<file path="src/rtl/sst_pkg.sv">
package sst_pkg;

  // table depth; the position and count widths are sized for it
  localparam int CAPACITY  = 64;
  localparam int VAL_W     = 32;
  localparam int POS_W     = 6;
  localparam int CNT_W     = 7;
  localparam int ACT_W     = 2;
  localparam int STS_W     = 2;

  // action codes
  localparam logic [ACT_W-1:0] ACT_INSERT = 2'd0;
  localparam logic [ACT_W-1:0] ACT_REMOVE = 2'd1;
  localparam logic [ACT_W-1:0] ACT_QUERY  = 2'd2;
  localparam logic [ACT_W-1:0] ACT_READ   = 2'd3;

  // status codes
  localparam logic [STS_W-1:0] STS_DONE    = 2'd0;
  localparam logic [STS_W-1:0] STS_MISS    = 2'd1;
  localparam logic [STS_W-1:0] STS_FULL    = 2'd2;
  localparam logic [STS_W-1:0] STS_BEYOND  = 2'd3;

  typedef struct packed {
    logic [ACT_W-1:0]        action;
    logic signed [VAL_W-1:0] item_value;
    logic [POS_W-1:0]        position;
  } in_item_t;

  typedef struct packed {
    logic [STS_W-1:0]        status;
    logic [CNT_W-1:0]        entry_count;
    logic signed [VAL_W-1:0] read_value;
  } out_item_t;

  // per-cell load selects, at most one set in a cycle
  typedef struct packed {
    logic load_left;
    logic load_new;
    logic load_right;
  } sst_cell_ctl_t;

  // per-cell compare flags back to the control
  typedef struct packed {
    logic match;
    logic ahead;
  } sst_cell_flags_t;

  // true when a belongs strictly before b in the chosen order
  function automatic logic goes_before(input logic signed [VAL_W-1:0] a,
                                       input logic signed [VAL_W-1:0] b,
                                       input logic desc);
    return desc ? (a > b) : (a < b);
  endfunction

  // inclusive prefix or from cell 0 upwards, log-depth
  function automatic logic [CAPACITY-1:0] prefix_or(input logic [CAPACITY-1:0] x);
    logic [CAPACITY-1:0] r;
    r = x;
    for (int d = 1; d < CAPACITY; d = d * 2) begin
      r = r | (r << d);
    end
    return r;
  endfunction

endpackage

</file>
<file path="src/rtl/sst_cell.sv">
module sst_cell
  import sst_pkg::*;
(
  input  logic                    clk,
  input  logic                    rst_n,
  input  logic signed [VAL_W-1:0] key,
  input  logic                    desc,
  input  sst_cell_ctl_t           ctl,
  input  logic signed [VAL_W-1:0] left_value,
  input  logic                    left_valid,
  input  logic signed [VAL_W-1:0] right_value,
  input  logic                    right_valid,
  output logic signed [VAL_W-1:0] value,
  output logic                    valid,
  output sst_cell_flags_t         flags
);

  logic signed [VAL_W-1:0] value_r, value_nxt;
  logic                    valid_r, valid_nxt;

  // compare the broadcast key against the held entry
  assign flags.match = valid_r && (value_r == key);
  assign flags.ahead = valid_r && goes_before(key, value_r, desc);

  // take from the left neighbour, the key, or the right neighbour
  always_comb begin
    value_nxt = value_r;
    valid_nxt = valid_r;
    if (ctl.load_left) begin
      value_nxt = left_value;
      valid_nxt = left_valid;
    end else if (ctl.load_new) begin
      value_nxt = key;
      valid_nxt = 1'b1;
    end else if (ctl.load_right) begin
      value_nxt = right_value;
      valid_nxt = right_valid;
    end
  end

  always_ff @(posedge clk) begin
    value_r <= value_nxt;
  end

  always_ff @(posedge clk) begin
    if (!rst_n) begin
      valid_r <= 1'b0;
    end else begin
      valid_r <= valid_nxt;
    end
  end

  assign value = value_r;
  assign valid = valid_r;

endmodule

</file>
<file path="config.mk">
export PLATFORM = sky130hd
export DESIGN_NAME = sst_cell
export DESIGN_NICKNAME = d
export VERILOG_FILES = /design/src/rtl/sst_pkg.sv /design/src/rtl/sst_cell.sv
export SDC_FILE = /design/constraint.sdc
export NUM_CORES = 1
export LEC_CHECK = 0
export BUFFER_PORTS_ARGS = -buffer_cell sky130_fd_sc_hd__buf_2
export CAP_MARGIN = 40
export CORE_ASPECT_RATIO = 1.25
export CORE_MARGIN = 3
export CORE_UTILIZATION = 34
export CTS_BUF_LIST = sky130_fd_sc_hd__clkbuf_8 sky130_fd_sc_hd__clkbuf_16
export DETAILED_ROUTE_END_ITERATION = 7
export PLACE_DENSITY_LB_ADDON = 0.3
export SLEW_MARGIN = 15
export SYNTH_ARGS = -nofsm -noshare
export SYNTH_HDL_FRONTEND = slang
export SYNTH_SLANG_ARGS = --single-unit
</file>
<file path="constraint.sdc">
create_clock -name clk -period 3 [get_ports clk]
set_input_delay 0.3 -clock clk [delete_from_list [all_inputs] [get_ports clk]]
set_output_delay 0.3 -clock clk [all_outputs]
set_load 0.05 [all_outputs]
</file>
* Yosys cells after proc, flatten, opt, wreduce, memory -nomap -nowiden
Index checks and enable logic that the tools add are counted.
** Storage, ports and cells
- Flip-flop bits (word level) :: 33
- Output and inout port bits :: 35
- Bits in read-only memories :: 0
- RAM bits :: 0
- Bits of input ports :: 104
- Bits in latches :: 0
- Memories kept :: 0
** Operators by class
- Shift operators :: 0
- Bitwise gates (word level) :: 0
- Div/mod/pow operators :: 0
- $add $sub $neg :: 0
- $mul :: 0
- Equality and inequality tests :: 1
- $lt $le $gt $ge :: 2
- Multiplexer cells :: 7
- Reductions and logical operators :: 3
** Operator list (number)
- $mux W32 :: 3
- $eq A32 B32 Y1 :: 1
- $gt A32 B32 Y1 :: 1
- $lt A32 B32 Y1 :: 1
- $mux W1 :: 4
- $reduce_bool A3 Y1 :: 1
- $logic_and A1 B1 Y1 :: 2

* Logic depth before layout (Yosys ltp)
Gate-level depths: netlist (run 1).
- Depth in word-level cells :: 3
- Mapped depth :: 8

* Worst setup path before layout (run 1)
Ideal clock, no wire load.
- Kind :: reg2out
- Start point :: register value_r[31], in the netlist value[31]
- End point :: output port flags[1] in the netlist's numbering
- Data arrival time :: 3.132 ns
- Cell stages (with the launch flop) :: 7
- Slack :: -0.432 ns
- Data required time :: 2.700 ns
- Cell sequence :: edfxtp_1 -> inv_1 -> ha_1 -> nand4_1 -> and4bb_2 -> nand2_1 -> nor4_1
** RTL lines
- start, declared :: line sst_cell.sv:18 : logic signed [VAL_W-1:0] value_r, value_nxt;
- start signal, assigned :: line sst_cell.sv:42 : value_r <= value_nxt;
- end, declared :: line sst_cell.sv:15 : output sst_cell_flags_t flags

==> run summary, run 1 <==
Vias per inst -> 4.84
CP Data Required Time -> 2.70 ns
Commonest non-fill, non-tap cells in the layout -> buf_2, nand2_1, inv_1
CTS tree -> done
Final Hold Violating Endpoints -> 0
Pin count of the biggest net entering global routing -> 36
DRC viols -> 0
Peak supply drop -> 0.208 mV
Clock Path Buffers -> 2
F_max -> 0.347 GHz
Hold Buf Count CTS -> 0
Syn_nets -> 403
Startpoint Class -> flip-flop
Crit path DAT -> 2.58 ns
Final Critical Period -> 2.88 ns
Synth Area per Inst -> 9.67 um2
Hold path depth -> 2
Status -> completed
Clock share of power -> 0.218
Clock Sinks -> 33
Worst setup path category -> reg2out
Pin slew with the least headroom to its limit -> 0.553 ns
Placed Area -> 0.00338 mm2
R2r endpoint -> valid
Switching share of power -> 0.372
Core Box Area -> 0.00715 mm2
Fin area -> 0.00350 mm2
Final estimated routing congestion in global placement -> 0.743
Drt first pass iters -> 4
Detail Route Antenna Nets -> 0
IO Port Bufs -> 138
Pwr Density -> 435 mW/mm2
Final cell count without fillers -> 496
Row count -> 34
Setup crit end kind -> output port
Max Cap Viol -> 0
Die Ht -> 103 um
CP top delay family -> compound AO/OA/AOI/OAI gates
CTS buffer count -> 5
Clock skew -> 0 ns
Cell count of the worst reg-to-reg path -> 3
Seq pwr share -> 0.389
Starting density of the core -> 0.361
HPWL after DPL -> 5500 um
Clock transition at path regs -> 0.07 ns
Vias in the first global route -> 2415
Reg-to-reg slack, setup -> 1.98 ns
Net switching power -> 0.565 mW
First-pass GRT wire length -> 10500 um
Worst skew pair latency -> 0.27 ns
Final worst path period share -> 0.961
Final Net Count -> 541
H-tree level count -> 2
Max incr delay on CP -> 0.39 ns
Leak Pwr -> 1.82 nW
Logic pwr share -> 0.393
Internal -> 0.954 mW
Wirelength per Cell -> 13.4 um
Root Buffer -> clkbuf_8
Syn. warnings -> 0
Relative slew margins -> 0.631
Final setup fails -> 0
Setup WS pre-CTS -> 0.266 ns
Overflow after GRT -> 0
Hold Path Class -> in2reg
Crit path cell chain -> inv_1 > ha_1 > a21oi_1 > o21ai_1 > a221o_1 > a2111oi_4 > buf_4 > a32o_2 > o311ai_4 > buf_6
Max Fanout on Critical Path -> 3
Detailed router's first-iteration violation count -> 99
Hold path endpoint -> valid
CP max-delay cell -> a2111oi_4
#FFs+latches synth -> 33
Register area share after synthesis -> 0.380
Inserted Diodes -> 0
Io pins -> 139
Dpl cells -> 487
Cell area after synthesis -> 0.00258 mm2
Total power -> 1.52 mW
Die W -> 83.9 um
Via Count -> 2402
Setup WS post-layout -> 0.116 ns
CP Buf/Inv Count -> 3
Initial antenna violation count -> 0
Post-synth cell types -> 35
Util after Layout -> 0.489
Share of layout cells above drive strength 1 -> 0.389
Layout overhead on the synthesized area -> 35.4%
Fin. max-slew vios -> 0
Commonest non-fill, non-tap cell in the layout -> buf_2
Total GRT Usage -> 0.150
Post-Route WL -> 6650 um
Syn Inst Count -> 267
RR Startpoint -> valid
Hold Crit Start -> rst_n
Die footprint -> 0.00868 mm2
[layout make-up]
class,count,area [um2]
fill,690,3650
multi-input combinational,189,1460
sequential,33,981
timing repair buffer,142,727
inverter,34,128
tap,90,113
clock buffer,6,82.6
clock inverter,2,7.51
[metal layers]
metal | vias up | GRT usage | part of all wire
met5 | - | 0 | 0
met4 | 0 | 0.0371 | 0
met3 | 0 | 0.0428 | 0.073
met2 | 90 | 0.272 | 0.50
met1 | 1070 | 0.178 | 0.43
li1 | 1242 | - | -
[state kept, by name (all words and copies together) (netlist names)]
| name | count |
|---|---|
| value | 32 |
| valid | 1 |
[logic make-up (layout without fill, tap and decap cells)]
logic type | Yosys count | in the layout | share of synthesized area
flip-flops | 33 | 33 | 0.380
AO/OA/AOI/OAI | 60 | 60 | 0.149
multiplexers | 32 | 32 | 0.124
buffers and inverters | 45 | 184 | 0.0669
adder cells (fa/ha/maj) | 32 | 32 | 0.155
AND/OR/NAND/NOR | 65 | 65 | 0.125
[per-stage QoR]
stage | hold WS, ns | setup TNS (ns)
after floorplan | 0.431 | 0
after global placement | 0.546 | 0
after detailed placement | 0.542 | 0
after CTS | 0.243 | 0
after global routing | 0.240 | -0.00435
final | 0.258 | 0
[Yosys cell counts]
library cell | instances | area, um2
a2111oi_4 | 1 | 27.5
a211oi_1 | 1 | 7.51
a21boi_0 | 2 | 15.0
a21o_1 | 3 | 22.5
a21oi_1 | 10 | 50.1
a21oi_2 | 1 | 8.76
a221o_1 | 1 | 10.0
a31oi_1 | 1 | 6.26
a32o_1 | 1 | 10.0
and4_1 | 3 | 26.3
and4bb_2 | 1 | 12.5
buf_2 | 3 | 15.0
clkbuf_1 | 8 | 30.0
dfxtp_1 | 1 | 20.0
edfxtp_1 | 32 | 961
ha_1 | 32 | 400
inv_1 | 34 | 128
mux2i_1 | 32 | 320
nand2_1 | 37 | 139
nand2b_1 | 1 | 6.26
nand3_1 | 6 | 30.0
nand3_2 | 1 | 10.0
nand4_1 | 7 | 43.8
nor2_1 | 1 | 3.75
nor2b_1 | 2 | 12.5
nor3_1 | 1 | 5.00
nor3b_1 | 1 | 7.51
nor4_1 | 1 | 6.26
o211ai_1 | 1 | 7.51
o21ai_0 | 34 | 170
o311a_1 | 1 | 10.0
o311ai_2 | 2 | 32.5
o31ai_1 | 1 | 7.51
or2_2 | 1 | 6.26
or3_1 | 2 | 12.5
[power by group through the flow]
stage	Clock [mW]	Combinational (mW)	Sequential, mW
final	0.331	0.597	0.592
after global routing	0.367	0.658	0.599
after CTS	0.350	0.597	0.592
after detailed placement	0	0.593	0.602
after global placement	0	0.588	0.599
after floorplan	0	0.227	0.787
[worst max path at each step]
| stage | startpoint | to | cells after the start |
|---|---|---|---|
| floorplan | value[22] | flags[0] | 7 |
| global placement | key[19] | flags[0] | 9 |
| detailed placement | key[19] | flags[0] | 9 |
| CTS | value[19] | flags[0] | 9 |
| global route | value[19] | flags[0] | 10 |
| finish | value[19] | flags[0] | 10 |
[what timing repair did]
action / 4_1_cts / 5_1_grt
pin swaps: 0 / 3
setup endpoints to repair: 1 / 1
resized for setup: 1 / 4
hold endpoints to repair: 0 / 0
setup buffers: 0 / 1
Power figures use the tool's default switching activity.
==> run 2, diff against run 1 <==
--- a/config.mk
+++ b/config.mk
@@ -12,6 +12,7 @@
 export CORE_UTILIZATION = 34
 export CTS_BUF_LIST = sky130_fd_sc_hd__clkbuf_8 sky130_fd_sc_hd__clkbuf_16
 export DETAILED_ROUTE_END_ITERATION = 7
+export MAX_ROUTING_LAYER = met4
 export PLACE_DENSITY_LB_ADDON = 0.3
 export SLEW_MARGIN = 15
 export SYNTH_ARGS = -nofsm -noshare
==> run 2 against run 1 <==
Against the previous run: hold slack about the same; critical endpoint unchanged; highest routed layer is now met4; maximum frequency barely moved; utilization did not move; cell count unchanged; global-route usage grew 0.44 points.
==> run summary, run 2 (synthesized netlist as in run 1, its figures left out) <==
Status -> completed (unchanged)
First-pass GRT wire length -> 10500 um (unchanged)
Final setup fails -> 0 (unchanged)
Starting density of the core -> 0.361 (unchanged)
Fillers -> 690 (unchanged)
CP Data Required Time -> 2.70 ns (about the same)
Via Count -> 2402 (unchanged)
Clock transition at path regs -> 0.07 ns (about the same)
Final Critical Period -> 2.88 ns (about the same)
Placed Area -> 0.00338 mm2 (unchanged)
Sequential Area -> 981 um2 (unchanged)
Hold Path Class -> in2reg (unchanged)
Clock Sinks -> 33 (unchanged)
CTS buffer count -> 5 (unchanged)
H-tree level count -> 2 (unchanged)
Vias per inst -> 4.84 (unchanged)
Setup crit end kind -> output port (unchanged)
Max Fanout on Critical Path -> 3 (unchanged)
Fin area -> 0.00350 mm2 (unchanged)
Multi-input logic area -> 0.00146 mm2 (unchanged)
Final estimated routing congestion in global placement -> 0.752 (was 0.743)
Inserted Diodes -> 0 (unchanged)
Overflow after GRT -> 0 (unchanged)
Pwr Density -> 435 mW/mm2 (about the same)
CP top delay family -> compound AO/OA/AOI/OAI gates (unchanged)
Hold Buf Count CTS -> 0 (unchanged)
Total GRT Usage -> 0.155 (was 0.150)
Crit path DAT -> 2.58 ns (about the same)
Final Hold Violating Endpoints -> 0 (unchanged)
Util after Layout -> 0.489 (unchanged)
F_max -> 0.347 GHz (about the same)
Reg-to-reg slack, setup -> 1.98 ns (about the same)
Fin. max-slew vios -> 0 (unchanged)
Setup WS post-layout -> 0.116 ns (about the same)
Post-Route WL -> 6640 um (was 6650 um)
Leak Pwr -> 1.82 nW (unchanged)
Dpl cells -> 487 (unchanged)
CP Buf/Inv Count -> 3 (unchanged)
DRC viols -> 0 (unchanged)
Detail Route Antenna Nets -> 0 (unchanged)
CP max-delay cell -> a2111oi_4 (unchanged)
Detailed router's first-iteration violation count -> 106 (was 99)
Vias in the first global route -> 2415 (unchanged)
Die Ht -> 103 um (unchanged)
Core Box Area -> 0.00715 mm2 (unchanged)
Clock Path Buffers -> 2 (unchanged)
Setup WS pre-CTS -> 0.266 ns (unchanged)
Final hold slack -> 0.258 ns (about the same)
Die footprint -> 0.00868 mm2 (unchanged)
Max incr delay on CP -> 0.39 ns (about the same)
Drt first pass iters -> 4 (unchanged)
Peak supply drop -> 0.208 mV (about the same)
Root Buffer -> clkbuf_8 (unchanged)
CTS tree -> done (unchanged)
Startpoint Class -> flip-flop (unchanged)
Final Net Count -> 541 (unchanged)
Pin slew with the least headroom to its limit -> 0.545 ns (was 0.553 ns)
Clock skew -> 0 ns (unchanged)
Final cell count without fillers -> 496 (unchanged)
Commonest non-fill, non-tap cells in the layout -> buf_2, nand2_1, inv_1 (unchanged)
Wirelength per Cell -> 13.4 um (about the same)
Worst skew pair latency -> 0.27 ns (about the same)
Die W -> 83.9 um (unchanged)
Worst setup path category -> reg2out (unchanged)
Final worst path period share -> 0.961 (about the same)
Commonest non-fill, non-tap cell in the layout -> buf_2 (unchanged)
Max FFs per register -> 32 (unchanged)
Layout overhead on the synthesized area -> 35.4% (unchanged)
Pin count of the biggest net entering global routing -> 36 (unchanged)
Crit path cell chain -> inv_1 > ha_1 > a21oi_1 > o21ai_1 > a221o_1 > a2111oi_4 > buf_4 > a32o_2 > o311ai_4 > buf_6 (unchanged)
Initial antenna violation count -> 0 (unchanged)
Relative slew margins -> 0.636 (was 0.631)
Share of layout cells above drive strength 1 -> 0.389 (unchanged)
HPWL after DPL -> 5500 um (unchanged)
Io pins -> 139 (unchanged)
Max Cap Viol -> 0 (unchanged)
IO Port Bufs -> 138 (unchanged)
Row count -> 34 (unchanged)
-- run 2: cell counts in the layout (fill, tap and decap cells not counted) --
Identical to the previous run, type by type.
-- run 2: metrics by stage --
stage               setup TNS [ns]  power (mW)
floorplan                        0        1.01
global placement                 0        1.19
detailed placement               0        1.20
CTS                              0        1.54
global route              -0.00436        1.62
finish                           0        1.52
-- run 2: metal layers --
metal	routed length (um)	vias up	GRT usage	share of wire
li1	-	1241	-	-
met1	2860	1063	0.180	0.43
met2	3280	96	0.272	0.49
met3	468	2	0.0380	0.071
met4	22	0	0.0371	0.0033
met5	0	-	-	0
-- run 2: where the power goes --
group / internal, mW / switching, mW / leakage, nW
sequential: 0.567 / 0.0245 / 0.347
clock: 0.180 / 0.151 / 0.0538
combinational: 0.207 / 0.390 / 1.42
total: 0.954 / 0.565 / 1.82
-- run 2: repair_timing --
item | in CTS | in global routing
pin swaps | 0 | 3
resized for setup | 1 | 4
endpoints found under the setup margin | 1 | 1
buffers inserted | 0 | 1
-- run 2: final timing paths --
check	from	endpoint	depth (start not counted)
setup reg to reg	valid	valid	3
hold / removal	rst_n	valid	2
setup / recovery	value[19]	flags[0]	10
hold reg to reg	valid	valid	3
-- run 2: layout make-up --
type,count,area share
Clock buffer,6,0.0236
Clock inverter,2,0.00215
Inverter,34,0.0365
Multi-Input combinational cell,189,0.417
Sequential cell,33,0.281
Tap cell,90,0.0322
Timing Repair Buffer,142,0.208
==> run 3, diff against run 2 <==
--- a/config.mk
+++ b/config.mk
@@ -7,9 +7,11 @@
 export LEC_CHECK = 0
 export BUFFER_PORTS_ARGS = -buffer_cell sky130_fd_sc_hd__buf_2
 export CAP_MARGIN = 40
+export CELL_PAD_IN_SITES_DETAIL_PLACEMENT = 1
+export CELL_PAD_IN_SITES_GLOBAL_PLACEMENT = 2
 export CORE_ASPECT_RATIO = 1.25
 export CORE_MARGIN = 3
-export CORE_UTILIZATION = 34
+export CORE_UTILIZATION = 25
 export CTS_BUF_LIST = sky130_fd_sc_hd__clkbuf_8 sky130_fd_sc_hd__clkbuf_16
 export DETAILED_ROUTE_END_ITERATION = 7
 export MAX_ROUTING_LAYER = met4
==> run 3 against run 2 <==
Against the previous run: via count up 3.5%; critical path depth did not move; hold slack better by 0.014 ns; critical path type unchanged; highest routed layer unchanged; combinational power is 3% higher.
==> run summary, run 3 (synthesized netlist as in run 1, its figures left out) <==
Status -> completed (unchanged)
Drt first pass iters -> 4 (unchanged)
Total GRT Usage -> 0.135 (was 0.155)
Clock Path Buffers -> 2 (unchanged)
Layout overhead on the synthesized area -> 40.1% (was 35.4%)
Crit path DAT -> 2.63 ns (was 2.58 ns)
Commonest non-fill, non-tap cells in the layout -> buf_2, nand2_1, inv_1 (unchanged)
Die W -> 96.9 um (was 83.9 um)
Fin Setup TNS -> 0 ns (unchanged)
IO Port Bufs -> 138 (unchanged)
F_max -> 0.341 GHz (was 0.347 GHz)
Post-Route WL -> 7810 um (was 6640 um)
Max Fanout on Critical Path -> 3 (unchanged)
R2r endpoint -> valid (unchanged)
Die Ht -> 120 um (was 103 um)
First-pass GRT wire length -> 12600 um (was 10500 um)
Clock Sinks -> 33 (unchanged)
Hold path depth -> 2 (unchanged)
Root Buffer -> clkbuf_16 (was clkbuf_8)
Final Net Count -> 541 (unchanged)
RR Startpoint -> valid (unchanged)
Clock transition at path regs -> 0.06 ns (was 0.07 ns)
Vias per inst -> 4.67 (was 4.84)
Fin. max-slew vios -> 0 (unchanged)
Hold Path Class -> in2reg (unchanged)
DRC viols -> 0 (unchanged)
Hold Crit Start -> rst_n (unchanged)
CTS tree -> done (unchanged)
Setup WS pre-CTS -> 0.210 ns (was 0.266 ns)
Overflow after GRT -> 0 (unchanged)
Initial antenna violation count -> 1 (was 0)
Detail Route Antenna Nets -> 0 (unchanged)
Peak supply drop -> 0.214 mV (was 0.208 mV)
Relative slew margins -> 0.629 (was 0.636)
Final cell count without fillers -> 533 (was 496)
Clock skew -> 0 ns (unchanged)
Wirelength per Cell -> 14.7 um (was 13.4 um)
Via Count -> 2487 (was 2402)
Max Cap Viol -> 0 (unchanged)
Pwr Density -> 470 mW/mm2 (was 435 mW/mm2)
Worst setup path category -> reg2out (unchanged)
Setup crit end kind -> output port (unchanged)
Core Box Area -> 0.00986 mm2 (was 0.00715 mm2)
Pin count of the biggest net entering global routing -> 35 (was 36)
Leak Pwr -> 1.83 nW (was 1.82 nW)
Final estimated routing congestion in global placement -> 0.729 (was 0.752)
Final Hold Violating Endpoints -> 0 (unchanged)
Share of layout cells above drive strength 1 -> 0.394 (was 0.389)
Final Critical Period -> 2.93 ns (was 2.88 ns)
HPWL after DPL -> 6350 um (was 5500 um)
Row count -> 40 (was 34)
Starting density of the core -> 0.262 (was 0.361)
Detailed router's first-iteration violation count -> 38 (was 106)
Hold Buf Count CTS -> 0 (unchanged)
Pin slew with the least headroom to its limit -> 0.556 ns (was 0.545 ns)
Commonest non-fill, non-tap cell in the layout -> buf_2 (unchanged)
CTS buffer count -> 5 (unchanged)
Total power -> 1.70 mW (was 1.52 mW)
Setup WS post-layout -> 0.0714 ns (was 0.116 ns)
Hold path endpoint -> valid (unchanged)
Final worst path period share -> 0.976 (was 0.961)
Die footprint -> 0.0116 mm2 (was 0.00868 mm2)
Max FFs per register -> 32 (unchanged)
CP Data Required Time -> 2.70 ns (about the same)
Reg-to-reg slack, setup -> 2.00 ns (was 1.98 ns)
Startpoint Class -> flip-flop (unchanged)
Dpl cells -> 523 (was 487)
Vias in the first global route -> 2640 (was 2415)
H-tree level count -> 2 (unchanged)
Cell count of the worst reg-to-reg path -> 3 (unchanged)
Final setup fails -> 0 (unchanged)
Io pins -> 139 (unchanged)
Worst skew pair latency -> 0.27 ns (about the same)
CP startpoint -> value[19] (unchanged)
-- run 3: worst max-delay path by stage --
stage               endpoint  slack (ns)  depth (start not counted)
CTS                 flags[0]        0.01                          9
detailed placement  flags[0]        0.21                          9
global placement    flags[0]        0.30                          9
finish              flags[0]        0.07                         10
floorplan           flags[0]        0.03                          7
global route        flags[0]       -0.01                         10
-- run 3: routing by layer --
metal	part of all wire	vias up	global-route usage
met5	0	-	-
met3	0.067	4	0.0308
met4	0.0059	0	0.0237
met2	0.49	96	0.237
met1	0.43	1141	0.161
li1	-	1246	-
-- run 3: cell type report --
class,instances,area (um2)
well taps,126,158
flip-flops and latches,33,981
fillers,1206,6240
clock buffers,5,125
inverters,34,128
multi-input cells,189,1480
repair buffers,142,727
clock inverters,3,12.5
diodes,1,2.50
-- run 3: through the flow --
stage / hold WS [ns] / instance area (um2) / utilization
after CTS: 0.263 / 3570 / 0.362
after global routing: 0.272 / 3620 / 0.367
after detailed placement: 0.550 / 3420 / 0.347
final: 0.272 / 3620 / 0.367
after global placement: 0.558 / 3420 / 0.347
after floorplan: 0.431 / 2600 / -
-- run 3: power by group --
group,internal [mW],total (mW),switching (mW)
Combinational,0.213,0.615,0.402
Sequential,0.568,0.594,0.0257
Clock,0.300,0.491,0.191
-- run 3: repair_timing --
action	4_1_cts	5_1_grt
gates resized for setup	2	5
setup endpoints to repair	1	1
buffers inserted	0	1
pin swaps	0	3
endpoints found under the hold margin	0	0
-- run 3: critical path, cell delays in order, from the launching register on --
cell,delay (ns)
edfxtp_1,0.38
inv_1,0.12
ha_4,0.22
a21oi_1,0.13
o21ai_1,0.10
a221o_1,0.38
a2111oi_4,0.40
buf_4,0.17
a32o_2,0.18
o311ai_4,0.11
buf_6,0.17
